==> config.mk <==
export PLATFORM = sky130hd
export DESIGN_NAME = kis_div
export DESIGN_NICKNAME = d
export VERILOG_FILES = /design/src/design/kis_pkg.sv /design/src/design/kis_div.sv
export SDC_FILE = /design/constraint.sdc
export NUM_CORES = 1
export LEC_CHECK = 0
export BUFFER_PORTS_ARGS = -buffer_cell sky130_fd_sc_hd__clkbuf_2
export CAP_MARGIN = 10
export CORE_MARGIN = 5
export CORE_UTILIZATION = 60
export DETAILED_ROUTE_END_ITERATION = 8
export PLACE_DENSITY = 0.86
export SLEW_MARGIN = 15
export SYNTH_ARGS = -nofsm -noshare
export SYNTH_HDL_FRONTEND = slang
export SYNTH_SLANG_ARGS = --single-unit
export TNS_END_PERCENT = 10
==> constraint.sdc <==
create_clock -name clock -period 7.35 [get_ports clock]
set_input_delay 0.3675 -clock clock [delete_from_list [all_inputs] [get_ports clock]]
set_output_delay 0.3675 -clock clock [all_outputs]
set_load 0.02 [all_outputs]
==> src/design/kis_pkg.sv <==
// ----------------------------------------------------------------------------
// kis_pkg
// Shared types and constants for the keyframe index and seek block.
// ----------------------------------------------------------------------------
package kis_pkg;

   localparam int unsigned TS_W       = 32;
   localparam int unsigned LEN_W      = 32;
   localparam int unsigned RLEN_W     = 24;
   localparam int unsigned STYPE_W    = 16;
   localparam int unsigned FLAGS_W    = 32;
   localparam int unsigned PROG_W     = 10;
   localparam int unsigned SCALE_W    = 10;
   localparam int unsigned PROD_W     = TS_W + SCALE_W;
   localparam int unsigned CSR_ADDR_W = 2;
   localparam int unsigned CSR_DATA_W = 32;
   localparam int unsigned REQ_DATA_W = 104;
   localparam int unsigned RSP_DATA_W = 112;

   localparam logic [SCALE_W-1:0] PROGRESS_SCALE = 10'd1000;
   localparam logic [PROG_W-1:0]  PROGRESS_MAX   = 10'd1001;
   localparam logic [TS_W-1:0]    DURATION_RESET = 32'd99999000;

   localparam logic [CSR_ADDR_W-1:0] REG_VIDEO_TYPE = 2'd0;
   localparam logic [CSR_ADDR_W-1:0] REG_KEY_MASK   = 2'd1;
   localparam logic [CSR_ADDR_W-1:0] REG_DURATION   = 2'd2;

   localparam logic CMD_RECORD = 1'b0;
   localparam logic CMD_SEEK   = 1'b1;

   typedef enum logic [4:0] {
      ST_IDLE = 5'b00001,
      ST_DIV  = 5'b00010,
      ST_RD   = 5'b00100,
      ST_CMP  = 5'b01000,
      ST_OUT  = 5'b10000
   } state_type;

endpackage

==> src/design/kis_div.sv <==
// ----------------------------------------------------------------------------
// kis_div
// Restoring divider, one quotient bit per cycle, for the progress value.
// ----------------------------------------------------------------------------
module kis_div (
   input  logic                         clock,
   input  logic                         reset,
   input  logic                         start,
   input  logic [kis_pkg::PROD_W-1:0]   dividend,
   input  logic [kis_pkg::TS_W-1:0]     divisor,
   output logic                         done,
   output logic [kis_pkg::PROD_W-1:0]   quotient
);

   localparam int unsigned CNT_W = $clog2(kis_pkg::PROD_W);

   logic [kis_pkg::TS_W:0]        rem_ff, rem_in;
   logic [kis_pkg::PROD_W-1:0]    quo_ff, quo_in;
   logic [kis_pkg::TS_W-1:0]      dsr_ff, dsr_in;
   logic [CNT_W-1:0]              cnt_ff, cnt_in;
   logic                          busy_ff, busy_in;
   logic                          done_ff, done_in;
   logic [kis_pkg::TS_W:0]        shifted;
   logic [kis_pkg::TS_W+1:0]      diff;
   logic                          ge;

   always_comb begin
      shifted = {rem_ff[kis_pkg::TS_W-1:0], quo_ff[kis_pkg::PROD_W-1]};
      diff    = {1'b0, shifted} - {2'b00, dsr_ff};
      ge      = ~diff[kis_pkg::TS_W+1];
      rem_in  = rem_ff;
      quo_in  = quo_ff;
      dsr_in  = dsr_ff;
      cnt_in  = cnt_ff;
      busy_in = busy_ff;
      done_in = 1'b0;
      if (start) begin
         rem_in  = '0;
         quo_in  = dividend;
         dsr_in  = divisor;
         cnt_in  = '0;
         busy_in = 1'b1;
      end else if (busy_ff) begin
         rem_in = ge ? diff[kis_pkg::TS_W:0] : shifted;
         quo_in = {quo_ff[kis_pkg::PROD_W-2:0], ge};
         cnt_in = cnt_ff + 1'b1;
         if (cnt_ff == CNT_W'(kis_pkg::PROD_W - 1)) begin
            busy_in = 1'b0;
            done_in = 1'b1;
         end
      end
   end

   always_ff @(posedge clock) begin
      if (reset) begin
         busy_ff <= 1'b0;
         done_ff <= 1'b0;
      end else begin
         busy_ff <= busy_in;
         done_ff <= done_in;
      end
      rem_ff <= rem_in;
      quo_ff <= quo_in;
      dsr_ff <= dsr_in;
      cnt_ff <= cnt_in;
   end

   assign done     = done_ff;
   assign quotient = quo_ff;

endmodule

[Word level (Yosys, flattened, before mapping)]
Index checks and enable logic that the tools add are counted.
W data, S select, Z words.
Storage, ports and cells
  input port bits: 77
  output and inout port bits: 43
  word-level logic and storage cells: 20
  latch bits: 0
  memory bits (writable): 0
  register bits after elaboration: 114
  memories: 0
  ROM bits: 0
Operators by class
  shift operators: 0
  $lt $le $gt $ge: 0
  bitwise operators: 2
  add/subtract/negate cells: 2
  divide/modulo/power cells: 0
  reductions and logical operators: 2
  multiplexer cells: 7
  multiply operators: 0
  equality and inequality tests: 1
Operator list (number)
  $mux W42: 2
  $sub A33 B32 Y34: 1
  $mux W32: 1
  $add A6 B1 Y6 const B: 1
  $eq A6 B6 Y1 const B: 1
  $mux W1: 4
  $reduce_or A3 Y1: 1
  $not A1 Y1: 2
  $reduce_bool A2 Y1: 1

[Logic depth before layout (Yosys ltp)]
Gate-level depths: netlist of the first run.
  depth after elaboration: 4
  gate-level depth with buffers: 13
  depth with buffers taken out: 13

[Least setup slack after synthesis of the first run]
OpenSTA, ideal clock, no wires.
  path kind: register to register
  from: register quo_ff (netlist bit quotient[41])
  to: register rem_ff[24] in the netlist's numbering
  arrival: 2970 ps
  buffers on the path: 0
  period minus slack after synthesis: 3061 ps
  slack: 4289 ps
  required time: 7259 ps
  cell stages (with the launch flop): 14
  library setup time: 91 ps
  cells stage by stage: edfxtp_1 -> inv_1 -> ha_1 -> inv_1 -> fa_1 -> a211oi_1 -> nor2_1 -> o31a_1 -> a21boi_1 -> a31oi_1 -> a311oi_1 -> xnor2_1 -> nand2_1 -> a311oi_1
On the way
  word-level cells in the longest chain between the ends: 2
Ends and longest elaborated chain
  start, declared: RTL line kis_div.sv:18  | logic [kis_pkg::PROD_W-1:0] quo_ff, quo_in;
  start signal, assigned: RTL line kis_div.sv:63  | quo_ff <= quo_in;
  $sub A33 B32 Y34: RTL line kis_div.sv:29  | diff = {1'b0, shifted} - {2'b00, dsr_ff};
  $mux W32: RTL line kis_div.sv:44  | rem_in = ge ? diff[kis_pkg::TS_W:0] : shifted;
  end signal, assigned: RTL line kis_div.sv:62  | rem_ff <= rem_in;
  end, declared: RTL line kis_div.sv:17  | logic [kis_pkg::TS_W:0] rem_ff, rem_in;
Every way passes these cells.
A chain may end at the register's enable or synchronous reset.

[Worst setup path in the final report of the first run]
  from: register dsr_ff[18] in the netlist's numbering
  to: register rem_ff[2] in the netlist's numbering
On the way
  word-level cells in the longest chain between the ends: 2
Ends and longest elaborated chain
  start, declared: RTL line kis_div.sv:19  | logic [kis_pkg::TS_W-1:0] dsr_ff, dsr_in;
  start signal, assigned: RTL line kis_div.sv:64  | dsr_ff <= dsr_in;
  $sub A33 B32 Y34: RTL line kis_div.sv:29
  $mux W32: RTL line kis_div.sv:44
Every way passes these cells.

==> flow_metrics.env, run 1 <==
export IMPL_n_fill_cell=664
export IMPL_drive_gt1_share_pct=26.8
export IMPL_clock_path_buffers=2
export IMPL_async_reset_ff_share_pct=0
export IMPL_tightest_slew_ps=995
export IMPL_n_antenna_cell=0
export IMPL_seq_area_um2=3020
export IMPL_yosysTopAreaCellShare_pct=36.0
export IMPL_status="finished, final reports clean"
export IMPL_final_nets=849
export IMPL_relSlewSlack_pct=33.6
export IMPL_p_total_mw=1.97
export IMPL_post_drt_via_cell_ratio=5.67
export IMPL_drt_iter0_markers=365
export IMPL_vias=5028
export IMPL_ir_drop_v=0.000199
export IMPL_synth_commonest_cells="edfxtp_1 (74), nand2_1 (74), nor2_1 (52)"
export IMPL_hp_start="divisor[0]"
export IMPL_hold_violations=0
export IMPL_syn_avg_cell_area_um2=10.4
export IMPL_crit_fanout=23
export IMPL_met1_usage_pct=28.9
export IMPL_worst_path_max_delay_cell="o21ai_2"
export IMPL_io_pins=120
export IMPL_clkSinkCount=114
export IMPL_synth_cells=592
export IMPL_syn_num_nets=704
export IMPL_multi_input_area_um2=2900
export IMPL_cts_resized=0
export IMPL_synth_edff_count=74
export IMPL_row_count=37
export IMPL_core_um2=10200
export IMPL_die_area_um2=12400
export IMPL_routed_wl_um=14900
export IMPL_globalRouteOverflowTotal=0
export IMPL_cpPeakStageDelay_ps=530
export IMPL_yosys_area_top_type="edfxtp_1"
export IMPL_utilization_pct=75.6
export IMPL_use_met2_pct=42.1
export IMPL_grt_max_degree=72
export IMPL_finalClockSkew_ps=12.3
export IMPL_grt_pass1_wl_um=24800
export IMPL_syn_to_final_growth_pct=24.7
export IMPL_clk_latency_ps=540
export IMPL_cts_hold_buf=25
export IMPL_ys_top_cells_by_area="edfxtp_1 (36%), dfxtp_1 (13%), mux2_2 (8.2%)"
export IMPL_synth_area_um2=6180
export IMPL_hp_class="primary input to flop"
export IMPL_period_share_pct=46.4
export IMPL_final_max_slew_viol_count=0
export IMPL_synth_seq_cells=114
export IMPL_wl_per_cell_um=16.8
export IMPL_initial_core_util_pct=60.6
export IMPL_portBuffers=119
export IMPL_cp_end_kind="flop"
export IMPL_grt_use_met3_pct=9.02
export IMPL_cap_violations=0
export IMPL_p_per_area_nw_per_um2=256
export IMPL_drcViolationCount=0
export IMPL_cts_root_buf="clkbuf_8"
export IMPL_fin_crit_ps=3410
export IMPL_fin_tns_setup_ps=0
export IMPL_htreeDepth=4
export IMPL_first_pass_iters=5
export IMPL_clk_pin_slew_ps=60
export IMPL_grt_busiest_layer="met2"
export IMPL_postCtsSetupBuffers=0
export IMPL_cp_cell_sequence="inv_1 > ha_1 > a21oi_1 > o21ai_0 > a221oi_1 > nand3_1 > o21ai_2 > buf_4 > mux2_2 > mux2i_1 > nor2_1"
export IMPL_gp_congestion=0.939
export IMPL_rsz0062_at_grt="no"
export IMPL_cp_data_required_time_ps=7750
export IMPL_cts_made_buffers=17
export IMPL_yosysSeqAreaShare_pct=48.9
export IMPL_path_class="flop to flop"
export IMPL_max_freq_mhz=293
export IMPL_r2r_start="dsr_ff[18]"
export IMPL_dp_hpwl_um=9870
export IMPL_tritoncts="done"
export IMPL_ys_flop_type="edfxtp_1"
export IMPL_fp_dieH_um=111
export IMPL_ant_nets=0
export IMPL_grt_pass1_vias=5136
export IMPL_grt_antenna_before_repair=0
export IMPL_start_kind="flop"
export IMPL_track_usage_pct=24.7
export IMPL_p_leak_nw=3.29
export IMPL_cp_arrival_ps=3810
export IMPL_fp_dieW_um=111
export IMPL_yosysWarnings=0
export IMPL_critPathLaunch="dsr_ff[18]"
export IMPL_yosys_cell_types_count=51
export IMPL_setup_viol=0
-- metrics by stage --
| stage | std cells | cell area, um^2 | worst slack, ps | hold slack (ps) |
|---|---|---|---|---|
| after floorplan | 592 | 6180 | 4290 | 440 |
| after global placement | 825 | 6870 | 4120 | 467 |
| after detailed placement | 825 | 6870 | 3990 | 481 |
| after CTS | 882 | 7660 | 3940 | 2.84 |
| after global routing | 886 | 7700 | 3710 | 2.28 |
| final | 886 | 7700 | 3940 | 22.1 |
-- logic make-up (layout without fill, tap and decap cells) --
group,count (synthesis),in the layout,synth area share [%]
and+or+nand+nor,169,169,12.1
AOI/OAI and AO/OA,129,129,14.5
DFF,114,114,48.9
buffers and inverters,66,224,4.15
muxes,48,48,8.69
adders and majority gates,35,35,7.21
xor gates and xnor gates,31,31,4.40
-- power by group --
group | total [mW] | switching (mW) | internal [mW]
Sequential | 0.784 | 0.0343 | 0.749
Clock | 0.764 | 0.287 | 0.477
Combinational | 0.420 | 0.244 | 0.175
Total | 1.97 | 0.566 | 1.40
-- worst max-delay path, delay by kind of cell, from the launching register on --
kind / cells / cell delay [ps]
fa+ha+maj: 1 / 350
buf+inv: 2 / 440
simple gates: 2 / 210
compound gates: 4 / 1400
mux: 2 / 530
flops: 1 / 320
-- flip-flops by register name, summed over array words and instances, names as in the netlist --
signal    flops
busy_ff       1
cnt_ff        6
quotient     42
done          1
dsr_ff       32
rem_ff       32
-- cells in the final DEF (no fill, tap or decap), drive strengths merged, types with 10 or more instances in the layout --
cell type	instances
a311oi	23
inv	41
a21oi	33
clkbuf	139
edfxtp	74
nand2	74
a21o	10
dlygate4sd3	29
o21ai	22
mux2	45
xor2	12
xnor2	19
nor2	52
ha	34
dfxtp	40
-- area by class of cell --
cell class,instances,area share [%]
Multi-Input combinational cell,412,37.6
Inverter,41,2.00
Tap cell,136,2.21
Sequential cell,114,39.3
Clock inverter,11,1.48
Clock buffer,21,5.57
Timing Repair Buffer,151,11.8
-- per-layer routing --
metal	vias to the layer above	wire length (um)
met3	24	1080
met4	0	267
met2	185	7440
met1	2366	6070
met5	-	0
li1	2453	-
-- worst paths after layout --
kind	end	slack [ps]	cells after the start
worst max-delay path	rem_ff[2]	3940	11
worst min-delay path	dsr_ff[0]	20	1
worst max register to register	rem_ff[2]	3940	11
worst min register to register	done	490	2
Power figures use the tool's default switching activity.
==> run 2: changes to the inputs <==
Settings changed: CORE_UTILIZATION 60 to 56, PLACE_DENSITY 0.86 to 0.81.
Clock period 7.35 ns to 3.4 ns, I/O delays scaled along.
==> flow_metrics.env, run 2 (synthesized netlist as in run 1, its figures left out) <==
export IMPL_final_nets=900
export IMPL_syn_to_final_growth_pct=34.0
export IMPL_initial_core_util_pct=57.0
export IMPL_final_max_slew_viol_count=0
export IMPL_fp_dieH_um=115
export IMPL_dp_cells=833
export IMPL_final_common_cell="clkbuf_2"
export IMPL_dp_hpwl_um=9750
export IMPL_p_total_mw=4.53
export IMPL_first_pass_iters=5
export IMPL_path_class="flop to flop"
export IMPL_grt_antenna_before_repair=0
export IMPL_max_freq_mhz=313
export IMPL_fin_crit_ps=3190
export IMPL_drcViolationCount=0
export IMPL_final_cell_mix="clkbuf_2 (118), dlygate4sd3_1 (76), nand2_1 (74), edfxtp_1 (74), nor2_1 (52)"
export IMPL_clk_pin_slew_ps=60
export IMPL_cts_root_buf="clkbuf_8"
export IMPL_finalClockSkew_ps=14.3
export IMPL_p_leak_nw=3.54
export IMPL_setup_viol=0
export IMPL_grt_max_degree=71
export IMPL_drt_iter0_markers=425
export IMPL_tightest_slew_ps=1010
export IMPL_start_kind="flop"
export IMPL_cap_violations=0
export IMPL_fp_dieW_um=115
export IMPL_post_drt_via_cell_ratio=5.69
export IMPL_clk_latency_ps=540
export IMPL_clkSinkCount=114
export IMPL_ir_drop_v=0.000477
export IMPL_cp_arrival_ps=3630
export IMPL_globalRouteOverflowTotal=0
export IMPL_hold_violations=0
export IMPL_relSlewSlack_pct=32.3
export IMPL_largest_reg_flops=42
export IMPL_postCtsSetupBuffers=0
export IMPL_vias=5351
export IMPL_io_pins=120
export IMPL_wl_per_cell_um=18.2
export IMPL_htreeDepth=4
export IMPL_ant_nets=0
export IMPL_row_count=38
export IMPL_layout_cells_non_filler=941
export IMPL_grt_pass1_wl_um=27700
export IMPL_grt_pass1_vias=5586
export IMPL_hp_class="primary input to flop"
export IMPL_drive_gt1_share_pct=26.2
export IMPL_rsz0062_at_grt="yes"
export IMPL_cts_made_buffers=17
export IMPL_routed_wl_um=17100
export IMPL_gp_congestion=0.937
export IMPL_core_um2=10800
export IMPL_n_antenna_cell=0
export IMPL_cp_end_kind="flop"
export IMPL_track_usage_pct=27.1
export IMPL_clock_path_buffers=2
export IMPL_tritoncts="done"
export IMPL_crit_fanout=4
export IMPL_portBuffers=119
export IMPL_cp_data_required_time_ps=3840
export IMPL_period_share_pct=93.8
export IMPL_status="finished, final reports clean"
export IMPL_die_area_um2=13200
export IMPL_p_per_area_nw_per_um2=547
[run 2: cell count changes in the layout (fill, tap and decap cells not counted)]
cell / delta
clkinv_4: +1
clkbuf_1: -3
inv_6: +1
bufinv_16: +2
clkinv_1: -1
dlygate4sd3_1: +47
a41oi_1: -1
a41oi_2: +1
buf_4: +4
[run 2: stage by stage]
stage	worst slack, ps	hold slack, ps	util, %	area (um^2)	setup TNS [ps]
after floorplan	339	242	-	6180	0
after global placement	363	346	63.7	6900	0
after detailed placement	280	349	63.7	6900	0
after CTS	173	324	76.3	8270	0
after global routing	-14.4	330	76.3	8270	-14.4
final	210	353	76.3	8270	0
[run 2: final timing paths]
path / from / cells past startpoint / endpoint / slack (ps)
hold reg to reg: cnt_ff[5] / 2 / done / 480
hold / removal: divisor[23] / 2 / dsr_ff[23] / 350
setup / recovery: quotient[41] / 13 / rem_ff[26] / 210
setup reg to reg: quotient[41] / 13 / rem_ff[26] / 210
[run 2: worst max-delay path, stage by stage (launching register included)]
cell	delay (ps)
edfxtp_1	400
inv_1	80
ha_1	170
inv_1	60
fa_1	430
a211oi_1	260
nor2_1	100
o31a_1	300
a21boi_1	220
a31oi_1	230
a41oi_2	320
xnor2_1	160
nand2_1	90
a311oi_1	260
[run 2: per-layer routing]
metal,GRT usage (%),routed length [um]
met2,47.3,8820
met5,0,0
met3,8.00,1030
met1,30.1,6580
met4,13.2,676
[run 2: cell type report]
| class | instances | area (um^2) |
|---|---|---|
| multi-input combinational | 412 | 2900 |
| tap | 140 | 175 |
| timing repair buffer | 202 | 1410 |
| clock buffer | 18 | 418 |
| inverter | 41 | 154 |
| fill | 683 | 2570 |
| clock inverter | 14 | 188 |
| sequential | 114 | 3020 |
[run 2: power by group]
part	switching, mW	total (mW)	leakage [nW]	internal (mW)
Clock	0.662	1.85	0.289	1.19
Sequential	0.0814	1.70	1.06	1.62
Combinational	0.556	0.979	2.19	0.422
[run 2: what timing repair did]
action | CTS | global route
endpoints found under the hold margin | 87 | 0
hold buffers | 76 | 0
gates resized for setup | 0 | 1
setup endpoints to repair | 0 | 1
